## src/fsgs_pkg.sv

```systemverilog
package fsgs_pkg;

    // Default grid size and the address width that follows from it
    localparam int GRID_COLUMNS_DEF = 256;
    localparam int GRID_ROWS_DEF    = 128;
    localparam int GRID_ADDR_W_DEF  = $clog2(GRID_COLUMNS_DEF) + $clog2(GRID_ROWS_DEF);

    // Field and register widths
    localparam int CELL_X_W   = 8;
    localparam int CELL_Y_W   = 7;
    localparam int CFG_COLS_W = 9;
    localparam int CFG_ROWS_W = 8;
    localparam int CFG_DATA_W = 9;

    localparam logic [CFG_COLS_W-1:0] CFG_COLS_RESET = 9'd192;
    localparam logic [CFG_ROWS_W-1:0] CFG_ROWS_RESET = 8'd128;

    typedef enum logic [0:0] {
        CFG_COLUMNS = 1'b0,
        CFG_ROWS    = 1'b1
    } cfg_idx_t;

    typedef enum logic [0:0] {
        KIND_TICK = 1'b0,
        KIND_READ = 1'b1
    } kind_t;

    typedef enum logic [1:0] {
        MAT_EMPTY = 2'd0,
        MAT_SAND  = 2'd1,
        MAT_WATER = 2'd2,
        MAT_SOLID = 2'd3
    } mat_t;

    // One grid entry: material plus the per-sweep updated flag
    typedef struct packed {
        logic flag;
        mat_t mat;
    } cell_t;

    // Neighbor offsets relative to the current cell
    typedef enum logic [2:0] {
        OFS_C  = 3'd0,
        OFS_D  = 3'd1,
        OFS_DL = 3'd2,
        OFS_DR = 3'd3,
        OFS_L  = 3'd4,
        OFS_R  = 3'd5
    } ofs_t;

    // Write data and address source
    typedef enum logic [2:0] {
        WS_CLEAR  = 3'd0,
        WS_VACATE = 3'd1,
        WS_UNFLAG = 3'd2,
        WS_SPAWN  = 3'd3,
        WS_MOVE   = 3'd4
    } wsrc_t;

    // Datapath register operations
    typedef enum logic [2:0] {
        OP_NONE       = 3'd0,
        OP_LATCH_CUR  = 3'd1,
        OP_SWEEP_INIT = 3'd2,
        OP_ADVANCE    = 3'd3,
        OP_CLR_INC    = 3'd4,
        OP_LOAD_READ  = 3'd5,
        OP_LOAD_TICK  = 3'd6
    } dp_op_t;

    // Jump conditions
    typedef enum logic [3:0] {
        C_NEVER      = 4'd0,
        C_NO_ITEM    = 4'd1,
        C_KIND_READ  = 4'd2,
        C_FLAGGED    = 4'd3,
        C_NOT_MOVER  = 4'd4,
        C_OK_D       = 4'd5,
        C_OK_DL      = 4'd6,
        C_OK_DR      = 4'd7,
        C_OK_L       = 4'd8,
        C_NOT_OK_R   = 4'd9,
        C_SAND       = 4'd10,
        C_LAST       = 4'd11,
        C_CLR_LAST   = 4'd12,
        C_OUT_BUSY   = 4'd13,
        C_SPAWN_OK   = 4'd14,
        C_AREA_EMPTY = 4'd15
    } cond_t;

    // Microprogram step addresses
    typedef enum logic [4:0] {
        ST_CLEAR    = 5'd0,
        ST_IDLE     = 5'd1,
        ST_DISPATCH = 5'd2,
        ST_RD_ISSUE = 5'd3,
        ST_RD_DONE  = 5'd4,
        ST_SP_READ  = 5'd5,
        ST_SP_TEST  = 5'd6,
        ST_SP_WRITE = 5'd7,
        ST_SW_INIT  = 5'd8,
        ST_VISIT    = 5'd9,
        ST_EVAL     = 5'd10,
        ST_KIND     = 5'd11,
        ST_TRY_D    = 5'd12,
        ST_TRY_DL   = 5'd13,
        ST_TRY_DR   = 5'd14,
        ST_IS_SAND  = 5'd15,
        ST_TRY_L    = 5'd16,
        ST_TRY_R    = 5'd17,
        ST_MOVE_D   = 5'd18,
        ST_MOVE_DL  = 5'd19,
        ST_MOVE_DR  = 5'd20,
        ST_MOVE_L   = 5'd21,
        ST_MOVE_R   = 5'd22,
        ST_VACATE   = 5'd23,
        ST_UNFLAG   = 5'd24,
        ST_ADVANCE  = 5'd25,
        ST_FINISH   = 5'd26
    } step_t;

    // Control word of one microprogram step
    typedef struct packed {
        logic   accept;
        logic   rd_en;
        ofs_t   rd_ofs;
        logic   wr_en;
        wsrc_t  wr_src;
        ofs_t   wr_ofs;
        dp_op_t op;
        cond_t  cond;
        step_t  jmp;
        step_t  seq;
    } ctl_t;

    // Status flags from the datapath, one per jump condition other than C_NEVER
    typedef struct packed {
        logic no_item;
        logic kind_read;
        logic flagged;
        logic not_mover;
        logic ok_d;
        logic ok_dl;
        logic ok_dr;
        logic ok_l;
        logic ok_r;
        logic sand;
        logic last;
        logic clr_last;
        logic out_busy;
        logic spawn_ok;
        logic area_empty;
    } stat_t;

    function automatic ctl_t mk(
        logic   acc,
        logic   rde,
        ofs_t   rdo,
        logic   wre,
        wsrc_t  ws,
        ofs_t   wo,
        dp_op_t op,
        cond_t  c,
        step_t  j,
        step_t  n
    );
        ctl_t w;
        w.accept = acc;
        w.rd_en  = rde;
        w.rd_ofs = rdo;
        w.wr_en  = wre;
        w.wr_src = ws;
        w.wr_ofs = wo;
        w.op     = op;
        w.cond   = c;
        w.jmp    = j;
        w.seq    = n;
        return w;
    endfunction

    // Microprogram ROM
    function automatic ctl_t ucode(step_t s);
        ctl_t w;
        unique case (s)
            ST_CLEAR:    w = mk(1'b0, 1'b0, OFS_C,  1'b1, WS_CLEAR,  OFS_C,  OP_CLR_INC,
                                C_CLR_LAST, ST_IDLE, ST_CLEAR);
            ST_IDLE:     w = mk(1'b1, 1'b0, OFS_C,  1'b0, WS_VACATE, OFS_C,  OP_NONE,
                                C_NO_ITEM, ST_IDLE, ST_DISPATCH);
            ST_DISPATCH: w = mk(1'b0, 1'b0, OFS_C,  1'b0, WS_VACATE, OFS_C,  OP_NONE,
                                C_KIND_READ, ST_RD_ISSUE, ST_SP_READ);
            ST_RD_ISSUE: w = mk(1'b0, 1'b1, OFS_C,  1'b0, WS_VACATE, OFS_C,  OP_NONE,
                                C_NEVER, ST_RD_DONE, ST_RD_DONE);
            ST_RD_DONE:  w = mk(1'b0, 1'b0, OFS_C,  1'b0, WS_VACATE, OFS_C,  OP_LOAD_READ,
                                C_OUT_BUSY, ST_RD_DONE, ST_IDLE);
            ST_SP_READ:  w = mk(1'b0, 1'b1, OFS_C,  1'b0, WS_VACATE, OFS_C,  OP_NONE,
                                C_NEVER, ST_SP_TEST, ST_SP_TEST);
            ST_SP_TEST:  w = mk(1'b0, 1'b0, OFS_C,  1'b0, WS_VACATE, OFS_C,  OP_NONE,
                                C_SPAWN_OK, ST_SP_WRITE, ST_SW_INIT);
            ST_SP_WRITE: w = mk(1'b0, 1'b0, OFS_C,  1'b1, WS_SPAWN,  OFS_C,  OP_NONE,
                                C_NEVER, ST_SW_INIT, ST_SW_INIT);
            ST_SW_INIT:  w = mk(1'b0, 1'b0, OFS_C,  1'b0, WS_VACATE, OFS_C,  OP_SWEEP_INIT,
                                C_AREA_EMPTY, ST_FINISH, ST_VISIT);
            ST_VISIT:    w = mk(1'b0, 1'b1, OFS_C,  1'b0, WS_VACATE, OFS_C,  OP_NONE,
                                C_NEVER, ST_EVAL, ST_EVAL);
            ST_EVAL:     w = mk(1'b0, 1'b1, OFS_D,  1'b0, WS_VACATE, OFS_C,  OP_LATCH_CUR,
                                C_FLAGGED, ST_UNFLAG, ST_KIND);
            ST_KIND:     w = mk(1'b0, 1'b0, OFS_C,  1'b0, WS_VACATE, OFS_C,  OP_NONE,
                                C_NOT_MOVER, ST_ADVANCE, ST_TRY_D);
            ST_TRY_D:    w = mk(1'b0, 1'b1, OFS_DL, 1'b0, WS_VACATE, OFS_C,  OP_NONE,
                                C_OK_D, ST_MOVE_D, ST_TRY_DL);
            ST_TRY_DL:   w = mk(1'b0, 1'b1, OFS_DR, 1'b0, WS_VACATE, OFS_C,  OP_NONE,
                                C_OK_DL, ST_MOVE_DL, ST_TRY_DR);
            ST_TRY_DR:   w = mk(1'b0, 1'b1, OFS_L,  1'b0, WS_VACATE, OFS_C,  OP_NONE,
                                C_OK_DR, ST_MOVE_DR, ST_IS_SAND);
            ST_IS_SAND:  w = mk(1'b0, 1'b0, OFS_C,  1'b0, WS_VACATE, OFS_C,  OP_NONE,
                                C_SAND, ST_ADVANCE, ST_TRY_L);
            ST_TRY_L:    w = mk(1'b0, 1'b1, OFS_R,  1'b0, WS_VACATE, OFS_C,  OP_NONE,
                                C_OK_L, ST_MOVE_L, ST_TRY_R);
            ST_TRY_R:    w = mk(1'b0, 1'b0, OFS_C,  1'b0, WS_VACATE, OFS_C,  OP_NONE,
                                C_NOT_OK_R, ST_ADVANCE, ST_MOVE_R);
            ST_MOVE_D:   w = mk(1'b0, 1'b0, OFS_C,  1'b1, WS_MOVE,   OFS_D,  OP_NONE,
                                C_NEVER, ST_VACATE, ST_VACATE);
            ST_MOVE_DL:  w = mk(1'b0, 1'b0, OFS_C,  1'b1, WS_MOVE,   OFS_DL, OP_NONE,
                                C_NEVER, ST_VACATE, ST_VACATE);
            ST_MOVE_DR:  w = mk(1'b0, 1'b0, OFS_C,  1'b1, WS_MOVE,   OFS_DR, OP_NONE,
                                C_NEVER, ST_VACATE, ST_VACATE);
            ST_MOVE_L:   w = mk(1'b0, 1'b0, OFS_C,  1'b1, WS_MOVE,   OFS_L,  OP_NONE,
                                C_NEVER, ST_VACATE, ST_VACATE);
            ST_MOVE_R:   w = mk(1'b0, 1'b0, OFS_C,  1'b1, WS_MOVE,   OFS_R,  OP_NONE,
                                C_NEVER, ST_VACATE, ST_VACATE);
            ST_VACATE:   w = mk(1'b0, 1'b0, OFS_C,  1'b1, WS_VACATE, OFS_C,  OP_ADVANCE,
                                C_LAST, ST_FINISH, ST_VISIT);
            ST_UNFLAG:   w = mk(1'b0, 1'b0, OFS_C,  1'b1, WS_UNFLAG, OFS_C,  OP_ADVANCE,
                                C_LAST, ST_FINISH, ST_VISIT);
            ST_ADVANCE:  w = mk(1'b0, 1'b0, OFS_C,  1'b0, WS_VACATE, OFS_C,  OP_ADVANCE,
                                C_LAST, ST_FINISH, ST_VISIT);
            ST_FINISH:   w = mk(1'b0, 1'b0, OFS_C,  1'b0, WS_VACATE, OFS_C,  OP_LOAD_TICK,
                                C_OUT_BUSY, ST_FINISH, ST_IDLE);
            default:     w = mk(1'b0, 1'b0, OFS_C,  1'b0, WS_VACATE, OFS_C,  OP_NONE,
                                C_NEVER, ST_IDLE, ST_IDLE);
        endcase
        return w;
    endfunction

endpackage

```

## src/fsgs_sequencer.sv

```systemverilog
module fsgs_sequencer (
    input  logic            clk,
    input  logic            rst_n,
    input  fsgs_pkg::stat_t status,
    output fsgs_pkg::ctl_t  ctl
);
    import fsgs_pkg::*;

    step_t upc_reg;
    step_t upc_next;
    logic  cond_true;

    // Hold the step counter
    always_ff @(posedge clk or negedge rst_n)
    begin
        if (!rst_n)
        begin
            upc_reg <= ST_CLEAR;
        end
        else
        begin
            upc_reg <= upc_next;
        end
    end

    // Fetch the control word, pick the condition and branch
    always_comb
    begin
        ctl = ucode(upc_reg);
        unique case (ctl.cond)
            C_NEVER:      cond_true = 1'b0;
            C_NO_ITEM:    cond_true = status.no_item;
            C_KIND_READ:  cond_true = status.kind_read;
            C_FLAGGED:    cond_true = status.flagged;
            C_NOT_MOVER:  cond_true = status.not_mover;
            C_OK_D:       cond_true = status.ok_d;
            C_OK_DL:      cond_true = status.ok_dl;
            C_OK_DR:      cond_true = status.ok_dr;
            C_OK_L:       cond_true = status.ok_l;
            C_NOT_OK_R:   cond_true = !status.ok_r;
            C_SAND:       cond_true = status.sand;
            C_LAST:       cond_true = status.last;
            C_CLR_LAST:   cond_true = status.clr_last;
            C_OUT_BUSY:   cond_true = status.out_busy;
            C_SPAWN_OK:   cond_true = status.spawn_ok;
            C_AREA_EMPTY: cond_true = status.area_empty;
        endcase
        upc_next = cond_true ? ctl.jmp : ctl.seq;
    end

endmodule

```

## config.mk

```make
export PLATFORM = sky130hd
export DESIGN_NAME = fsgs_sequencer
export DESIGN_NICKNAME = d
export VERILOG_FILES = /design/src/fsgs_pkg.sv /design/src/fsgs_sequencer.sv
export SDC_FILE = /design/constraint.sdc
export NUM_CORES = 1
export LEC_CHECK = 0
export ABC_CLOCK_PERIOD_IN_PS = 8550
export BUFFER_PORTS_ARGS = -buffer_cell sky130_fd_sc_hd__buf_2
export CAP_MARGIN = 20
export CORE_ASPECT_RATIO = 2
export CORE_MARGIN = 5
export CORE_UTILIZATION = 35
export DETAILED_ROUTE_END_ITERATION = 16
export HOLD_SLACK_MARGIN = 0.1
export SYNTH_ARGS = -nofsm -noshare
export SYNTH_HDL_FRONTEND = slang
export SYNTH_SLANG_ARGS = --single-unit
```

## constraint.sdc

```tcl
create_clock -name clk -period 8.55 [get_ports clk]
set_input_delay 1.71 -clock clk [delete_from_list [all_inputs] [get_ports clk]]
set_output_delay 1.71 -clock clk [all_outputs]
set_load 0.02 [all_outputs]
```

# Word-level counts from Yosys, hierarchy flattened
# Memories as Yosys holds them, arrays and structs flattened.
# Index checks and enable logic that the tools add are counted.
dict set report totals {
  reg_bits 5
  romBits 928
  inputBits 17
  out_inout_bits 29
  mem_count 1
}
# memory depth width rd rd_clocked_by_memory_dff write_ports line_no
set memory_table {}
lappend memory_table {{(no name shown)} 32 29 1 0 0 fsgs_pkg.sv:184} ;# unique case (s)
dict set report op_classes {
  n_eq_ne 15
  n_mux 2
  reduce_logical 2
}
# operator count
set op_table {}
lappend op_table {{4-bit equality test, second input constant} 8}
lappend op_table {{4-bit by 3-bit equality test with 1-bit output, second input constant} 4}
lappend op_table {{1-bit one-hot mux with 16 select lines} 1}
lappend op_table {{4-bit by 2-bit equality test with 1-bit output, second input constant} 2}
lappend op_table {{5-bit 2-to-1 mux} 1}
lappend op_table {{4-bit by 1-bit equality test with 1-bit output, second input constant} 1}
lappend op_table {{4-bit zero test} 1}
lappend op_table {{1-bit zero test} 1}

# Logic depth before layout (Yosys ltp)
# An unclocked memory read counts as a cell.
dict set report depth {
  depth_word 4
  ltp_mapped 12
}

# Worst setup path before layout
# No wires, ideal clock.
dict set report synth_timing {
  kind {register -> output}
  start {register upc_reg[1]}
  end {output ctl[27] (netlist name)}
  t_arrival_ns 1.791
  slack_ns 5.049
  path_stages_with_launch 8
  path_cell_list {dfrtp_1 clkbuf_1 inv_1 ha_1 buf_2 mux4_2 nand2_1 o21ai_0}
}
# element line_no
set synth_rtl {}
lappend synth_rtl {{start, declared} fsgs_sequencer.sv:9} ;# step_t upc_reg;
lappend synth_rtl {{start signal, assigned} fsgs_sequencer.sv:22} ;# upc_reg <= upc_next;
lappend synth_rtl {{end, declared} fsgs_sequencer.sv:5} ;# output fsgs_pkg::ctl_t ctl

==> flow_summary.toml <==
[run_status]
status = "finished clean"

[hold_path]
hold_class = "register to register"
min_path_cells = 3
min-delay-start = "upc_reg[3]"
holdPathEnd = "upc_reg[1]"

[sta]
worstMarginPinSlew_ns = 0.839
rsz0062_at_grt = "no"
period_minus_slack_ns = 4.10
setup_viol = 0
hold_viol = 0
fin_skew_ns = 0.00113
slew_violations = 0
relSlewSlack = 0.440
fin_crit_sh = 0.479
worst_hold_slack_ns = 0.972
max_freq_mhz = 244
fin_setup_tns_ns = 0

[run]
drv_cap = 0

[detailed_routing]
routed-via-count = 1489
routed_wl_um = 4510
drtIter0Drc = 71
first_pass_iters = 4
wl_per_cell_um = 18.4
drcViolationCount = 0
ant_nets = 0
viasPerCell = 6.08

[clocking]
insertion_delay_ns = 0.22
htreeDepth = 1
cts_tree = "built"
cts_made_buffers = 3
clkSinkCount = 5
postCtsHoldBufs = 0
cts_root_buffer = "clkbuf_8"
clkTransAtPathRegs_ns = 0.04
cts_setup_buffers = 0
clockBufferDepth = 2
cts_resized = 0

[synthesis]
yosysMostFrequentCell = "nand2_1"
synthTopCellsByArea = "dfrtp_1 (10%), nand2_1 (7.3%), a21oi_1 (6.5%)"
ys_ff_latch = 5
synthFlopType = "dfrtp_1"
synth_fp_nets = 198
yosys.area.top_type = "dfrtp_1"
synth_cells = 176
synth.top_cell.area_share = 0.102
synth_edf_count = 0
synth-seq-area-share = 0.102
syn_area_per_cell_sq_um = 6.97
netlist_area_sq_um = 1230
synth_common_cells = "nand2_1 (24), nor2_1 (19), a21oi_1 (16)"
yosysWarnings = 0
synthArstFlopShare = 1.00
ys_types = 44

[critical_path]
critPathRequiredTime_ns = 6.84
cp_top_family = "simple AND/OR/NAND/NOR gates"
r2r_slack_ns = 5.50
crit_slowest_cell = "dfrtp_1"
worstPathMaxFanout = 15
crit_chain = "ha_1 > nand2b_1 > o31ai_1 > or3_1 > nand2_1 > buf_2"
reg2reg_depth = 9
criticalPathCategory = "register to primary output"
r2r-start = "upc_reg[1]"
slowest_delay_ns = 0.58
crit_arrival_ns = 2.39
path_buf_inv = 1
worst_setup_path_end_kind = "primary output"
path_depth = 6
r2r-end = "upc_reg[2]"
start_kind = "register"

[die]
rows = 30
die_w_um = 51.9
dieArea_sq_um = 4860
die_h_um = 93.7
io_pins = 46
core_area_sq_um = 3380
initial_core_util = 0.363

[final_layout]
nFillCells = 371
largest_register_ffs = 5
areaGrowthSynthToFinish_pct = 21.2
diodes = 0
multiInputGateArea_sq_um = 998
final_layout_size_suffix_gt1_frac = 0.315
final_nets = 236
seq_area_sq_um = 125

[place]
portBuffers = 45
place_hpwl_um = 3530
place_congestion = 0.928

[grt]
track_usage = 0.194
grt_pass1_vias = 1455
grt_start_max_net_pins = 37
gr-total-overflow = 0
antenna_found_initial = 0
grt_pass1_wl_um = 7330
metrics by stage:
step / instances / util / cell area (sq um) / setup slack (ns)
6_report: 245 / 0.440 / 1490 / 4.45
3_5_place_dp: 241 / 0.427 / 1440 / 4.70
2_1_floorplan: 176 / - / 1230 / 5.05
3_3_place_gp: 241 / 0.427 / 1440 / 4.78
5_1_grt: 245 / 0.440 / 1490 / 4.24
4_1_cts: 245 / 0.440 / 1490 / 4.46
kinds of logic after synthesis:
family / synth area share
AOI/OAI and AO/OA: 0.352
adders and majority gates: 0.0510
buffers and inverters: 0.0837
DFF: 0.102
muxes: 0.139
and+or+nand+nor: 0.272
how the worst max path moves through the flow:
stage / startpoint / endpoint / slack [ns]
floorplan: upc_reg[1] / ctl[27] / 5.05
global placement: upc_reg[2] / ctl[5] / 4.78
detailed placement: upc_reg[1] / ctl[13] / 4.70
CTS: upc_reg[1] / ctl[13] / 4.46
global route: upc_reg[1] / ctl[13] / 4.24
finish: upc_reg[1] / ctl[13] / 4.45
cells in the final DEF (no fill, tap or decap), drive strengths merged, types with 2 or more instances in the layout:
cell and count:
buf 47, nand2 24, nor2 20, a21oi 17
o21ai 12, inv 10, o22ai 9, nor3 6
mux2i 5, mux2 5, ha 5, dfrtp 5
nand2b 4, nand3 4, clkbuf 4, nor2b 3
o211ai 3, and3 3, o2111ai 3, or3 2
mux4 2, a2111o 2, a22o 2, a31oi 2
or2 2, a221oi 2
area by class of cell:
class / instances / share of cell area
Multi-Input combinational cell: 147 / 0.672
Timing Repair Buffer: 47 / 0.162
Sequential cell: 5 / 0.0842
Clock buffer: 4 / 0.0303
Tap cell: 32 / 0.0269
Inverter: 10 / 0.0253
worst register-to-register path, cell delays in order, from the launching register on:
cell and delay (ns):
dfrtp_1 0.52, inv_1 0.18, ha_1 0.45, nand2b_1 0.21, a221oi_4 0.37, o21ai_0 0.11, and3_1 0.19, a2111o_1 0.42
nand4_4 0.18, mux2_4 0.32
per-layer routing:
layer  vias up  wire length [um]  GRT usage
met5         -                 0          0
met4         0               142     0.0744
met3        10               272     0.0207
met2        73              2500      0.357
met1       680              1590      0.218
li1        726                 -          -
Power is not shown: default switching activity piles up to over one toggle a cycle in this logic, so the estimate is an artifact.
