===== src/fsgs_pkg.sv =====
package fsgs_pkg;

    // Default grid size and the address width that follows from it
    localparam int GRID_COLUMNS_DEF = 256;
    localparam int GRID_ROWS_DEF    = 128;
    localparam int GRID_ADDR_W_DEF  = $clog2(GRID_COLUMNS_DEF) + $clog2(GRID_ROWS_DEF);

    // Field and register widths
    localparam int CELL_X_W   = 8;
    localparam int CELL_Y_W   = 7;
    localparam int CFG_COLS_W = 9;
    localparam int CFG_ROWS_W = 8;
    localparam int CFG_DATA_W = 9;

    localparam logic [CFG_COLS_W-1:0] CFG_COLS_RESET = 9'd192;
    localparam logic [CFG_ROWS_W-1:0] CFG_ROWS_RESET = 8'd128;

    typedef enum logic [0:0] {
        CFG_COLUMNS = 1'b0,
        CFG_ROWS    = 1'b1
    } cfg_idx_t;

    typedef enum logic [0:0] {
        KIND_TICK = 1'b0,
        KIND_READ = 1'b1
    } kind_t;

    typedef enum logic [1:0] {
        MAT_EMPTY = 2'd0,
        MAT_SAND  = 2'd1,
        MAT_WATER = 2'd2,
        MAT_SOLID = 2'd3
    } mat_t;

    // One grid entry: material plus the per-sweep updated flag
    typedef struct packed {
        logic flag;
        mat_t mat;
    } cell_t;

    // Neighbor offsets relative to the current cell
    typedef enum logic [2:0] {
        OFS_C  = 3'd0,
        OFS_D  = 3'd1,
        OFS_DL = 3'd2,
        OFS_DR = 3'd3,
        OFS_L  = 3'd4,
        OFS_R  = 3'd5
    } ofs_t;

    // Write data and address source
    typedef enum logic [2:0] {
        WS_CLEAR  = 3'd0,
        WS_VACATE = 3'd1,
        WS_UNFLAG = 3'd2,
        WS_SPAWN  = 3'd3,
        WS_MOVE   = 3'd4
    } wsrc_t;

    // Datapath register operations
    typedef enum logic [2:0] {
        OP_NONE       = 3'd0,
        OP_LATCH_CUR  = 3'd1,
        OP_SWEEP_INIT = 3'd2,
        OP_ADVANCE    = 3'd3,
        OP_CLR_INC    = 3'd4,
        OP_LOAD_READ  = 3'd5,
        OP_LOAD_TICK  = 3'd6
    } dp_op_t;

    // Jump conditions
    typedef enum logic [3:0] {
        C_NEVER      = 4'd0,
        C_NO_ITEM    = 4'd1,
        C_KIND_READ  = 4'd2,
        C_FLAGGED    = 4'd3,
        C_NOT_MOVER  = 4'd4,
        C_OK_D       = 4'd5,
        C_OK_DL      = 4'd6,
        C_OK_DR      = 4'd7,
        C_OK_L       = 4'd8,
        C_NOT_OK_R   = 4'd9,
        C_SAND       = 4'd10,
        C_LAST       = 4'd11,
        C_CLR_LAST   = 4'd12,
        C_OUT_BUSY   = 4'd13,
        C_SPAWN_OK   = 4'd14,
        C_AREA_EMPTY = 4'd15
    } cond_t;

    // Microprogram step addresses
    typedef enum logic [4:0] {
        ST_CLEAR    = 5'd0,
        ST_IDLE     = 5'd1,
        ST_DISPATCH = 5'd2,
        ST_RD_ISSUE = 5'd3,
        ST_RD_DONE  = 5'd4,
        ST_SP_READ  = 5'd5,
        ST_SP_TEST  = 5'd6,
        ST_SP_WRITE = 5'd7,
        ST_SW_INIT  = 5'd8,
        ST_VISIT    = 5'd9,
        ST_EVAL     = 5'd10,
        ST_KIND     = 5'd11,
        ST_TRY_D    = 5'd12,
        ST_TRY_DL   = 5'd13,
        ST_TRY_DR   = 5'd14,
        ST_IS_SAND  = 5'd15,
        ST_TRY_L    = 5'd16,
        ST_TRY_R    = 5'd17,
        ST_MOVE_D   = 5'd18,
        ST_MOVE_DL  = 5'd19,
        ST_MOVE_DR  = 5'd20,
        ST_MOVE_L   = 5'd21,
        ST_MOVE_R   = 5'd22,
        ST_VACATE   = 5'd23,
        ST_UNFLAG   = 5'd24,
        ST_ADVANCE  = 5'd25,
        ST_FINISH   = 5'd26
    } step_t;

    // Control word of one microprogram step
    typedef struct packed {
        logic   accept;
        logic   rd_en;
        ofs_t   rd_ofs;
        logic   wr_en;
        wsrc_t  wr_src;
        ofs_t   wr_ofs;
        dp_op_t op;
        cond_t  cond;
        step_t  jmp;
        step_t  seq;
    } ctl_t;

    // Status flags from the datapath, one per jump condition other than C_NEVER
    typedef struct packed {
        logic no_item;
        logic kind_read;
        logic flagged;
        logic not_mover;
        logic ok_d;
        logic ok_dl;
        logic ok_dr;
        logic ok_l;
        logic ok_r;
        logic sand;
        logic last;
        logic clr_last;
        logic out_busy;
        logic spawn_ok;
        logic area_empty;
    } stat_t;

    function automatic ctl_t mk(
        logic   acc,
        logic   rde,
        ofs_t   rdo,
        logic   wre,
        wsrc_t  ws,
        ofs_t   wo,
        dp_op_t op,
        cond_t  c,
        step_t  j,
        step_t  n
    );
        ctl_t w;
        w.accept = acc;
        w.rd_en  = rde;
        w.rd_ofs = rdo;
        w.wr_en  = wre;
        w.wr_src = ws;
        w.wr_ofs = wo;
        w.op     = op;
        w.cond   = c;
        w.jmp    = j;
        w.seq    = n;
        return w;
    endfunction

    // Microprogram ROM
    function automatic ctl_t ucode(step_t s);
        ctl_t w;
        unique case (s)
            ST_CLEAR:    w = mk(1'b0, 1'b0, OFS_C,  1'b1, WS_CLEAR,  OFS_C,  OP_CLR_INC,
                                C_CLR_LAST, ST_IDLE, ST_CLEAR);
            ST_IDLE:     w = mk(1'b1, 1'b0, OFS_C,  1'b0, WS_VACATE, OFS_C,  OP_NONE,
                                C_NO_ITEM, ST_IDLE, ST_DISPATCH);
            ST_DISPATCH: w = mk(1'b0, 1'b0, OFS_C,  1'b0, WS_VACATE, OFS_C,  OP_NONE,
                                C_KIND_READ, ST_RD_ISSUE, ST_SP_READ);
            ST_RD_ISSUE: w = mk(1'b0, 1'b1, OFS_C,  1'b0, WS_VACATE, OFS_C,  OP_NONE,
                                C_NEVER, ST_RD_DONE, ST_RD_DONE);
            ST_RD_DONE:  w = mk(1'b0, 1'b0, OFS_C,  1'b0, WS_VACATE, OFS_C,  OP_LOAD_READ,
                                C_OUT_BUSY, ST_RD_DONE, ST_IDLE);
            ST_SP_READ:  w = mk(1'b0, 1'b1, OFS_C,  1'b0, WS_VACATE, OFS_C,  OP_NONE,
                                C_NEVER, ST_SP_TEST, ST_SP_TEST);
            ST_SP_TEST:  w = mk(1'b0, 1'b0, OFS_C,  1'b0, WS_VACATE, OFS_C,  OP_NONE,
                                C_SPAWN_OK, ST_SP_WRITE, ST_SW_INIT);
            ST_SP_WRITE: w = mk(1'b0, 1'b0, OFS_C,  1'b1, WS_SPAWN,  OFS_C,  OP_NONE,
                                C_NEVER, ST_SW_INIT, ST_SW_INIT);
            ST_SW_INIT:  w = mk(1'b0, 1'b0, OFS_C,  1'b0, WS_VACATE, OFS_C,  OP_SWEEP_INIT,
                                C_AREA_EMPTY, ST_FINISH, ST_VISIT);
            ST_VISIT:    w = mk(1'b0, 1'b1, OFS_C,  1'b0, WS_VACATE, OFS_C,  OP_NONE,
                                C_NEVER, ST_EVAL, ST_EVAL);
            ST_EVAL:     w = mk(1'b0, 1'b1, OFS_D,  1'b0, WS_VACATE, OFS_C,  OP_LATCH_CUR,
                                C_FLAGGED, ST_UNFLAG, ST_KIND);
            ST_KIND:     w = mk(1'b0, 1'b0, OFS_C,  1'b0, WS_VACATE, OFS_C,  OP_NONE,
                                C_NOT_MOVER, ST_ADVANCE, ST_TRY_D);
            ST_TRY_D:    w = mk(1'b0, 1'b1, OFS_DL, 1'b0, WS_VACATE, OFS_C,  OP_NONE,
                                C_OK_D, ST_MOVE_D, ST_TRY_DL);
            ST_TRY_DL:   w = mk(1'b0, 1'b1, OFS_DR, 1'b0, WS_VACATE, OFS_C,  OP_NONE,
                                C_OK_DL, ST_MOVE_DL, ST_TRY_DR);
            ST_TRY_DR:   w = mk(1'b0, 1'b1, OFS_L,  1'b0, WS_VACATE, OFS_C,  OP_NONE,
                                C_OK_DR, ST_MOVE_DR, ST_IS_SAND);
            ST_IS_SAND:  w = mk(1'b0, 1'b0, OFS_C,  1'b0, WS_VACATE, OFS_C,  OP_NONE,
                                C_SAND, ST_ADVANCE, ST_TRY_L);
            ST_TRY_L:    w = mk(1'b0, 1'b1, OFS_R,  1'b0, WS_VACATE, OFS_C,  OP_NONE,
                                C_OK_L, ST_MOVE_L, ST_TRY_R);
            ST_TRY_R:    w = mk(1'b0, 1'b0, OFS_C,  1'b0, WS_VACATE, OFS_C,  OP_NONE,
                                C_NOT_OK_R, ST_ADVANCE, ST_MOVE_R);
            ST_MOVE_D:   w = mk(1'b0, 1'b0, OFS_C,  1'b1, WS_MOVE,   OFS_D,  OP_NONE,
                                C_NEVER, ST_VACATE, ST_VACATE);
            ST_MOVE_DL:  w = mk(1'b0, 1'b0, OFS_C,  1'b1, WS_MOVE,   OFS_DL, OP_NONE,
                                C_NEVER, ST_VACATE, ST_VACATE);
            ST_MOVE_DR:  w = mk(1'b0, 1'b0, OFS_C,  1'b1, WS_MOVE,   OFS_DR, OP_NONE,
                                C_NEVER, ST_VACATE, ST_VACATE);
            ST_MOVE_L:   w = mk(1'b0, 1'b0, OFS_C,  1'b1, WS_MOVE,   OFS_L,  OP_NONE,
                                C_NEVER, ST_VACATE, ST_VACATE);
            ST_MOVE_R:   w = mk(1'b0, 1'b0, OFS_C,  1'b1, WS_MOVE,   OFS_R,  OP_NONE,
                                C_NEVER, ST_VACATE, ST_VACATE);
            ST_VACATE:   w = mk(1'b0, 1'b0, OFS_C,  1'b1, WS_VACATE, OFS_C,  OP_ADVANCE,
                                C_LAST, ST_FINISH, ST_VISIT);
            ST_UNFLAG:   w = mk(1'b0, 1'b0, OFS_C,  1'b1, WS_UNFLAG, OFS_C,  OP_ADVANCE,
                                C_LAST, ST_FINISH, ST_VISIT);
            ST_ADVANCE:  w = mk(1'b0, 1'b0, OFS_C,  1'b0, WS_VACATE, OFS_C,  OP_ADVANCE,
                                C_LAST, ST_FINISH, ST_VISIT);
            ST_FINISH:   w = mk(1'b0, 1'b0, OFS_C,  1'b0, WS_VACATE, OFS_C,  OP_LOAD_TICK,
                                C_OUT_BUSY, ST_FINISH, ST_IDLE);
            default:     w = mk(1'b0, 1'b0, OFS_C,  1'b0, WS_VACATE, OFS_C,  OP_NONE,
                                C_NEVER, ST_IDLE, ST_IDLE);
        endcase
        return w;
    endfunction

endpackage


===== src/fsgs_datapath.sv =====
module fsgs_datapath #(
    parameter int GRID_COLUMNS = fsgs_pkg::GRID_COLUMNS_DEF,
    parameter int GRID_ROWS    = fsgs_pkg::GRID_ROWS_DEF
) (
    input  logic                                    clk,
    input  logic                                    rst_n,
    input  fsgs_pkg::ctl_t                          ctl,
    output fsgs_pkg::stat_t                         status,
    // input channel
    input  logic                                    in_valid,
    output logic                                    in_stall,
    input  logic                                    kind,
    input  logic                                    spawn_enable,
    input  logic [1:0]                              spawn_material,
    input  logic [fsgs_pkg::CELL_X_W-1:0]           cell_x,
    input  logic [fsgs_pkg::CELL_Y_W-1:0]           cell_y,
    // output channel
    output logic                                    out_valid,
    input  logic                                    out_stall,
    output logic [1:0]                              cell_material,
    output logic                                    tick_done,
    // configuration
    input  logic                                    cfg_write,
    input  fsgs_pkg::cfg_idx_t                      cfg_index,
    input  logic [fsgs_pkg::CFG_DATA_W-1:0]         cfg_data,
    // grid memory
    output logic                                    mem_rd_en,
    output logic [$clog2(GRID_COLUMNS)+$clog2(GRID_ROWS)-1:0] mem_rd_addr,
    input  fsgs_pkg::cell_t                         mem_rd_data,
    output logic                                    mem_wr_en,
    output logic [$clog2(GRID_COLUMNS)+$clog2(GRID_ROWS)-1:0] mem_wr_addr,
    output fsgs_pkg::cell_t                         mem_wr_data
);
    import fsgs_pkg::*;

    localparam int XW  = $clog2(GRID_COLUMNS);
    localparam int YW  = $clog2(GRID_ROWS);
    localparam int AW  = XW + YW;
    localparam int XCW = (XW + 1 > CFG_COLS_W) ? XW + 1 : CFG_COLS_W;
    localparam int YCW = (YW + 1 > CFG_ROWS_W) ? YW + 1 : CFG_ROWS_W;

    // control registers
    logic [CFG_COLS_W-1:0] cols_reg, cols_next;
    logic [CFG_ROWS_W-1:0] rows_reg, rows_next;
    logic [AW-1:0]         clr_reg, clr_next;
    logic                  out_valid_reg, out_valid_next;

    // payload registers
    kind_t                 kind_reg, kind_next;
    logic                  spawn_en_reg, spawn_en_next;
    mat_t                  spawn_mat_reg, spawn_mat_next;
    logic [XCW-1:0]        x_reg, x_next;
    logic [YCW-1:0]        y_reg, y_next;
    cell_t                 cur_reg, cur_next;
    mat_t                  mat_out_reg, mat_out_next;
    logic                  done_out_reg, done_out_next;

    logic [XCW-1:0]        w_act, x_plus, x_minus;
    logic [YCW-1:0]        h_act, y_plus;
    logic                  in_xfer, out_free, in_area, rd_empty;
    logic                  y_inc_ok, x_dec_ok, x_inc_ok;

    // Address of a neighbor of the current cell
    function automatic logic [AW-1:0] cell_addr(ofs_t o);
        logic [XCW-1:0] ax;
        logic [YCW-1:0] ay;
        ax = x_reg;
        ay = y_reg;
        unique case (o)
            OFS_C:
            begin
                ax = x_reg;
                ay = y_reg;
            end
            OFS_D:
            begin
                ax = x_reg;
                ay = y_plus;
            end
            OFS_DL:
            begin
                ax = x_minus;
                ay = y_plus;
            end
            OFS_DR:
            begin
                ax = x_plus;
                ay = y_plus;
            end
            OFS_L:
            begin
                ax = x_minus;
                ay = y_reg;
            end
            OFS_R:
            begin
                ax = x_plus;
                ay = y_reg;
            end
            default:
            begin
                ax = x_reg;
                ay = y_reg;
            end
        endcase
        return {ay[YW-1:0], ax[XW-1:0]};
    endfunction

    // Active area, saturated to the grid size
    always_comb
    begin
        w_act = (XCW'(cols_reg) < XCW'(GRID_COLUMNS)) ? XCW'(cols_reg) : XCW'(GRID_COLUMNS);
        h_act = (YCW'(rows_reg) < YCW'(GRID_ROWS)) ? YCW'(rows_reg) : YCW'(GRID_ROWS);
    end

    assign x_plus   = x_reg + XCW'(1);
    assign x_minus  = x_reg - XCW'(1);
    assign y_plus   = y_reg + YCW'(1);
    assign y_inc_ok = y_plus < h_act;
    assign x_dec_ok = x_reg != '0;
    assign x_inc_ok = x_plus < w_act;
    assign in_area  = (x_reg < w_act) && (y_reg < h_act);
    assign rd_empty = mem_rd_data.mat == MAT_EMPTY;
    assign in_xfer  = ctl.accept && in_valid;
    assign out_free = !out_valid_reg || !out_stall;

    // Report status flags to the sequencer
    always_comb
    begin
        status.no_item    = !in_valid;
        status.kind_read  = kind_reg == KIND_READ;
        status.flagged    = mem_rd_data.flag;
        status.not_mover  = (cur_reg.mat != MAT_SAND) && (cur_reg.mat != MAT_WATER);
        status.ok_d       = y_inc_ok && rd_empty;
        status.ok_dl      = y_inc_ok && x_dec_ok && rd_empty;
        status.ok_dr      = y_inc_ok && x_inc_ok && rd_empty;
        status.ok_l       = x_dec_ok && rd_empty;
        status.ok_r       = x_inc_ok && rd_empty;
        status.sand       = cur_reg.mat == MAT_SAND;
        status.last       = (x_plus == w_act) && (y_plus == h_act);
        status.clr_last   = &clr_reg;
        status.out_busy   = !out_free;
        status.spawn_ok   = spawn_en_reg && in_area && rd_empty;
        status.area_empty = (w_act == '0) || (h_act == '0);
    end

    // Drive the memory ports
    always_comb
    begin
        mem_rd_en   = ctl.rd_en;
        mem_rd_addr = cell_addr(ctl.rd_ofs);
        mem_wr_en   = ctl.wr_en;
        mem_wr_addr = cell_addr(OFS_C);
        mem_wr_data = '0;
        case (ctl.wr_src)
            WS_CLEAR:
            begin
                mem_wr_addr = clr_reg;
            end
            WS_UNFLAG:
            begin
                mem_wr_data.mat = cur_reg.mat;
            end
            WS_SPAWN:
            begin
                mem_wr_data.mat = spawn_mat_reg;
            end
            WS_MOVE:
            begin
                // a particle landing in the current or next column keeps its flag;
                // the previous column is not visited again in this sweep
                mem_wr_addr      = cell_addr(ctl.wr_ofs);
                mem_wr_data.mat  = cur_reg.mat;
                mem_wr_data.flag = (ctl.wr_ofs == OFS_D) || (ctl.wr_ofs == OFS_DR)
                                   || (ctl.wr_ofs == OFS_R);
            end
            default:
            begin
                mem_wr_data = '0;
            end
        endcase
    end

    // Next values of the datapath registers
    always_comb
    begin
        cols_next      = cols_reg;
        rows_next      = rows_reg;
        clr_next       = clr_reg;
        out_valid_next = out_valid_reg;
        kind_next      = kind_reg;
        spawn_en_next  = spawn_en_reg;
        spawn_mat_next = spawn_mat_reg;
        x_next         = x_reg;
        y_next         = y_reg;
        cur_next       = cur_reg;
        mat_out_next   = mat_out_reg;
        done_out_next  = done_out_reg;

        // take a configuration write
        if (cfg_write)
        begin
            unique case (cfg_index)
                CFG_COLUMNS: cols_next = cfg_data[CFG_COLS_W-1:0];
                CFG_ROWS:    rows_next = cfg_data[CFG_ROWS_W-1:0];
            endcase
        end

        // latch an accepted item
        if (in_xfer)
        begin
            kind_next      = kind_t'(kind);
            spawn_en_next  = spawn_enable;
            spawn_mat_next = mat_t'(spawn_material);
            x_next         = XCW'(cell_x);
            y_next         = YCW'(cell_y);
        end

        // drop the result once transferred
        if (out_valid_reg && !out_stall)
        begin
            out_valid_next = 1'b0;
        end

        unique case (ctl.op)
            OP_NONE:
            begin
            end
            OP_LATCH_CUR:
            begin
                cur_next = mem_rd_data;
            end
            OP_SWEEP_INIT:
            begin
                x_next = '0;
                y_next = '0;
            end
            OP_ADVANCE:
            begin
                if (y_plus == h_act)
                begin
                    y_next = '0;
                    x_next = x_plus;
                end
                else
                begin
                    y_next = y_plus;
                end
            end
            OP_CLR_INC:
            begin
                clr_next = clr_reg + AW'(1);
            end
            OP_LOAD_READ:
            begin
                if (out_free)
                begin
                    out_valid_next = 1'b1;
                    mat_out_next   = in_area ? mem_rd_data.mat : MAT_EMPTY;
                    done_out_next  = 1'b0;
                end
            end
            OP_LOAD_TICK:
            begin
                if (out_free)
                begin
                    out_valid_next = 1'b1;
                    mat_out_next   = MAT_EMPTY;
                    done_out_next  = 1'b1;
                end
            end
            default:
            begin
            end
        endcase
    end

    // Control registers
    always_ff @(posedge clk or negedge rst_n)
    begin
        if (!rst_n)
        begin
            cols_reg      <= CFG_COLS_RESET;
            rows_reg      <= CFG_ROWS_RESET;
            clr_reg       <= '0;
            out_valid_reg <= 1'b0;
        end
        else
        begin
            cols_reg      <= cols_next;
            rows_reg      <= rows_next;
            clr_reg       <= clr_next;
            out_valid_reg <= out_valid_next;
        end
    end

    // Payload registers
    always_ff @(posedge clk)
    begin
        kind_reg      <= kind_next;
        spawn_en_reg  <= spawn_en_next;
        spawn_mat_reg <= spawn_mat_next;
        x_reg         <= x_next;
        y_reg         <= y_next;
        cur_reg       <= cur_next;
        mat_out_reg   <= mat_out_next;
        done_out_reg  <= done_out_next;
    end

    assign in_stall      = !ctl.accept;
    assign out_valid     = out_valid_reg;
    assign cell_material = mat_out_reg;
    assign tick_done     = done_out_reg;

endmodule


===== config.mk =====
export PLATFORM = sky130hd
export DESIGN_NAME = fsgs_datapath
export DESIGN_NICKNAME = d
export VERILOG_FILES = /design/src/fsgs_pkg.sv /design/src/fsgs_datapath.sv
export SDC_FILE = /design/constraint.sdc
export NUM_CORES = 1
export LEC_CHECK = 0
export ABC_AREA = 1
export BUFFER_PORTS_ARGS = -buffer_cell sky130_fd_sc_hd__buf_4
export CORE_UTILIZATION = 25
export CTS_CLUSTER_DIAMETER = 80
export DETAILED_ROUTE_END_ITERATION = 16
export PLACE_DENSITY = 0.5
export SLEW_MARGIN = 20
export SYNTH_ARGS = -nofsm -noshare
export SYNTH_HDL_FRONTEND = slang
export SYNTH_SLANG_ARGS = --single-unit

===== constraint.sdc =====
create_clock -name clk -period 3.2 [get_ports clk]
set_input_delay 0.16 -clock clk [delete_from_list [all_inputs] [get_ports clk]]
set_output_delay 0.16 -clock clk [all_outputs]
set_load 0.01 [all_outputs]

* After elaboration in Yosys (flattened, before gate mapping)
Index checks and enable logic that the tools add are counted.
** Word-level totals
- Output and inout port bits :: 55
- Register bits after elaboration :: 59
- Logic and storage cells :: 116
** Cells by class
- Order comparisons :: 6
- Add/sub/neg operators :: 4
- Reductions and logical operators :: 42
- Multiplexer cells :: 25
- Equality and inequality tests :: 26
- Bitwise gates (word level) :: 1
** Operators by type and width (number)
- $pmux W8 S2 :: 3
- $pmux W15 S2 :: 1
- $mux W9 :: 3
- $eq A3 B2 Y1 const B :: 8
- $eq A3 B3 Y1 const B :: 8
- $mux W8 :: 3
- $lt A9 B9 Y1 :: 2
- $pmux W9 S2 :: 1
- $lt A8 B8 Y1 :: 2
- $add A15 B1 Y15 const B :: 1
- $reduce_and A15 Y1 :: 1
- $logic_and A1 B1 Y1 :: 14
- $mux W7 :: 2
- $reduce_or A2 Y1 :: 6
- $add A9 B1 Y9 const B :: 1
- $eq A3 B1 Y1 const B :: 3
- $eq A9 B9 Y1 :: 1
- $logic_not A9 Y1 :: 1
- $lt A9 B9 Y1 const B :: 1
- $reduce_bool A9 Y1 :: 1
- $add A8 B1 Y8 const B :: 1
- $eq A8 B8 Y1 :: 1
- $logic_not A8 Y1 :: 1
- $lt A8 B8 Y1 const B :: 1
- other kinds (18) :: 37

* Depth between registers and ports, before layout
- Depth after elaboration :: 7
- Mapped depth :: 14
- Mapped depth without buffers :: 14

* Least setup slack after synthesis
No wires, ideal clock.
- Kind :: register -> output
- Start :: reg y_reg[0]
- End :: out status[4] (netlist name)
- Stages on the path, launching flop included :: 12
- Path buffers :: 0
- Arrival :: 2.451 ns
- Path slack :: 0.589 ns
- Cells stage by stage :: edfxtp_1 > ha_1 > nand2_1 > nor2_1 > nand2_1 > xor2_1 > inv_1 > ha_1 > nand2_1 > nor4_2 > nand2_1 > nor4_1
** RTL lines
- start, declared :: line fsgs_datapath.sv:53 : logic [YCW-1:0] y_reg, y_next;
- start signal, assigned :: line fsgs_datapath.sv:304 : y_reg <= y_next;
- end, declared :: line fsgs_datapath.sv:8 : output fsgs_pkg::stat_t status,

==> flow_results.xml <==
<?xml version="1.0" encoding="UTF-8"?>
<metrics>
  <group name="outcome">
    <metric name="result_of_the_run" unit="">completed</metric>
  </group>
  <group name="timing">
    <metric name="final_period_util" unit="">0.909</metric>
    <metric name="finalHoldViolCount" unit="">0</metric>
    <metric name="max_transition_margin" unit="">0.598</metric>
    <metric name="finalCriticalPeriod" unit="ps">2910</metric>
    <metric name="timing.clock.skew" unit="ps">10.6</metric>
    <metric name="grt_setup_unrepaired" unit="">false</metric>
    <metric name="setup-tns-final" unit="ps">0</metric>
    <metric name="fmax" unit="GHz">0.344</metric>
    <metric name="finalWorstSetupSlack" unit="ps">291</metric>
    <metric name="maxSlewViolCount" unit="">0</metric>
    <metric name="setup_viol_count_final" unit="">0</metric>
    <metric name="timing_worst_slew_pin_value" unit="ps">597</metric>
  </group>
  <group name="setup_path">
    <metric name="timing.critical_path.to_type" unit="">primary output</metric>
    <metric name="worst_r2r_path_depth" unit="">11</metric>
    <metric name="arrival" unit="ps">2750</metric>
    <metric name="crit-reg2reg-launch" unit="">y_reg[0]</metric>
    <metric name="worst-endpoint-required" unit="ps">3040</metric>
    <metric name="cp_slowest_cell" unit="">sky130_fd_sc_hd__edfxtp_1</metric>
    <metric name="timing.rr.end" unit="">x_reg[2]</metric>
    <metric name="r2r_setup_slk" unit="ps">630</metric>
    <metric name="cp_cell_sequence" unit="">ha_1 -&gt; nand2_1 -&gt; nor2_1 -&gt; nand2_1 -&gt; xor2_2 -&gt; inv_1 -&gt; ha_1 -&gt; nand2_1 -&gt; nor4_4 -&gt; nand2_1 -&gt; nor4_2 -&gt; buf_4</metric>
    <metric name="max_stage_delay" unit="ps">450</metric>
    <metric name="timing.critical_path.fanout_max" unit="">4</metric>
    <metric name="critPathLaunch" unit="">y_reg[1]</metric>
    <metric name="worst_path_most_repeated_cell" unit="">sky130_fd_sc_hd__nand2_1</metric>
    <metric name="cp-start-kind" unit="">flip-flop</metric>
    <metric name="timing_worst_setup_path_type" unit="">flip-flop to primary output</metric>
  </group>
  <group name="power">
    <metric name="power.density" unit="mW/mm^2">482</metric>
    <metric name="p_leak" unit="uW">0.00291</metric>
    <metric name="power.ir.vdd_worst" unit="uV">222</metric>
  </group>
  <group name="clock_network">
    <metric name="tritoncts_num_sinks" unit="">59</metric>
    <metric name="numCtsBuffers" unit="">9</metric>
    <metric name="tritoncts" unit="">built</metric>
    <metric name="clk-insertion-delay-late" unit="ps">340</metric>
    <metric name="cts-root-to-sink-buffers" unit="">2</metric>
    <metric name="cts_max_level" unit="">3</metric>
    <metric name="clkTransAtPathRegs" unit="ps">50</metric>
    <metric name="ctsRootBufferMaster" unit="">sky130_fd_sc_hd__clkbuf_16</metric>
  </group>
  <group name="yosys">
    <metric name="postSynth.topFlopCell" unit="">sky130_fd_sc_hd__dfrtp_1</metric>
    <metric name="area_of_the_mapped_netlist" unit="sq mm">0.00458</metric>
    <metric name="synth_common_cells" unit="">sky130_fd_sc_hd__nand2_1, sky130_fd_sc_hd__inv_1, sky130_fd_sc_hd__o21ai_0</metric>
    <metric name="synth.net_count" unit="">733</metric>
    <metric name="synth-edff-count" unit="">17</metric>
    <metric name="synth.most_common_cell" unit="">sky130_fd_sc_hd__nand2_1</metric>
    <metric name="postSynthAreaPerCell" unit="sq um">7.26</metric>
    <metric name="ys_seq_area_frac" unit="">0.332</metric>
    <metric name="syn-instance-count" unit="">630</metric>
    <metric name="synth.lib_cells_used.distinct" unit="">44</metric>
    <metric name="ys_seq_elements" unit="">59</metric>
    <metric name="synth.top_cells.by_area" unit="">sky130_fd_sc_hd__dfrtp_1, sky130_fd_sc_hd__nand2_1, sky130_fd_sc_hd__edfxtp_1</metric>
    <metric name="ys_warn_count" unit="">0</metric>
    <metric name="async_flop_share" unit="">0.559</metric>
    <metric name="yosys.area.top_type_share" unit="">0.164</metric>
    <metric name="yosysTopAreaCell" unit="">sky130_fd_sc_hd__dfrtp_1</metric>
  </group>
  <group name="floorplanning">
    <metric name="fp.dieW" unit="microns">137</metric>
    <metric name="io-pin-count" unit="">121</metric>
    <metric name="core-area" unit="sq mm">0.0180</metric>
    <metric name="placement_rows" unit="">49</metric>
    <metric name="die-height" unit="microns">137</metric>
    <metric name="initial_core_util" unit="">0.255</metric>
    <metric name="die_area" unit="sq mm">0.0189</metric>
  </group>
  <group name="global_route">
    <metric name="vias_in_the_first_global_route" unit="">4349</metric>
    <metric name="grt_first_pass_wirelength" unit="microns">23700</metric>
    <metric name="overflow" unit="">0</metric>
    <metric name="largest_net_degree_at_the_start_of_global_routing" unit="">34</metric>
    <metric name="grt_antenna_before_repair" unit="">0</metric>
    <metric name="grt.total_usage" unit="">0.168</metric>
  </group>
  <group name="hold_path">
    <metric name="startpoint_of_the_tightest_hold_check_path" unit="">mem_rd_data[1]</metric>
    <metric name="worst_hold_path_stage_count" unit="">1</metric>
    <metric name="hp-class" unit="">input pin to flip-flop</metric>
    <metric name="holdPathEnd" unit="">cur_reg[1]</metric>
  </group>
  <group name="placed_design">
    <metric name="detailedPlace.worstSlack" unit="ps">300</metric>
    <metric name="detailed_place_hpwl" unit="microns">12200</metric>
    <metric name="io_buffer_count" unit="">100</metric>
    <metric name="finalWeightedCongestion" unit="">0.848</metric>
  </group>
  <group name="cells_and_area">
    <metric name="drive_gt1_frac" unit="">0.200</metric>
    <metric name="largest_register_ffs" unit="">15</metric>
    <metric name="p_r_area_growth_vs_syn" unit="%">30.8</metric>
    <metric name="nets" unit="">843</metric>
    <metric name="insertedDiodeCount" unit="">0</metric>
  </group>
  <group name="route">
    <metric name="route.antenna.remaining_nets" unit="">0</metric>
    <metric name="drt_pass1_iterations" unit="">8</metric>
    <metric name="drt_first_iter_violations" unit="">351</metric>
    <metric name="route.vias.total" unit="">4533</metric>
    <metric name="drt_drc_violations_left" unit="">0</metric>
    <metric name="viasPerCell" unit="">4.65</metric>
    <metric name="route.detailed.wl_per_inst" unit="microns">15.5</metric>
    <metric name="drt_wl_total" unit="microns">15100</metric>
  </group>
  <group name="run">
    <metric name="max_cap_viol_count" unit="">0</metric>
  </group>
</metrics>
==> routing by layer <==
layer	global-route usage	wire [microns]
met5	0	0
met4	0.0647	351
met3	0.0302	792
met2	0.260	6620
met1	0.230	7360
==> timing repair <==
| action | CTS | global route |
|---|---|---|
| hold endpoints to repair | 34 | 0 |
| endpoints found under the setup margin | 1 | 1 |
| gates resized for setup | 2 | 3 |
| hold buffers | 5 | 0 |
| buffers inserted | 0 | 1 |
| gates cloned | 0 | 0 |
| pin swaps | 0 | 1 |
==> cells in the final DEF, fill, tap and decap left out, drive strengths merged, types with 4 or more instances in the layout <==
| master | instances |
|---|---|
| inv | 90 |
| nor3 | 14 |
| o221ai | 5 |
| a21oi | 22 |
| xor2 | 23 |
| o211ai | 12 |
| ha | 37 |
| xnor2 | 6 |
| clkbuf | 12 |
| nor4 | 5 |
| nand2 | 164 |
| dfxtp | 9 |
| clkinv | 4 |
| nand3 | 37 |
| nand4 | 8 |
| nor2 | 59 |
| edfxtp | 17 |
| o21ai | 59 |
| dfrtp | 30 |
| dlygate4sd3 | 5 |
| buf | 105 |
==> final cells by class <==
class,instances,area [sq um]
Clock inverter,4,47.5
Tap cell,229,287
Inverter,91,342
Timing Repair Buffer,110,838
Fill cell,1955,12000
Sequential cell,59,1520
Clock buffer,12,268
Multi-Input combinational cell,469,2690
==> metrics by stage <==
stage | std cells | util | instance area, sq um | power (uW) | hold slack [ps]
final | 974 | 0.333 | 5990 | 2880 | 22.7
after CTS | 973 | 0.332 | 5960 | 2910 | 14.0
after floorplan | 630 | - | 4580 | 1490 | -136
after detailed placement | 952 | 0.311 | 5580 | 1860 | 135
after global placement | 952 | 0.311 | 5580 | 1860 | 133
after global routing | 974 | 0.333 | 5990 | 3090 | 14.7
==> worst max-delay path, delay by kind of cell, from the launching register on <==
family,cells,cell delay [ps]
flops,1,450
fa+ha+maj,2,530
simple gates,7,990
xor+xnor,1,200
buf+inv,2,240
==> worst max path at each step <==
stage	end	cells past startpoint
floorplan	status[4]	11
global placement	status[4]	12
detailed placement	status[4]	12
CTS	status[4]	12
global route	status[9]	11
finish	status[4]	12
==> cell families (layout without fill, tap and decap cells) <==
family | count (synthesis) | in the layout | synth area share
XOR/XNOR | 29 | 29 | 0.0555
adder cells (fa/ha/maj) | 37 | 37 | 0.101
AO/OA/AOI/OAI | 111 | 111 | 0.141
AND/OR/NAND/NOR | 292 | 292 | 0.282
flip-flops | 59 | 59 | 0.332
buffers and inverters | 102 | 217 | 0.0883
==> where the power goes <==
group	total [uW]	switching [uW]	internal [uW]
clock	1020	356	668
sequential	974	107	866
combinational	887	523	364
No activity file was read; power rests on OpenSTA's default activity.
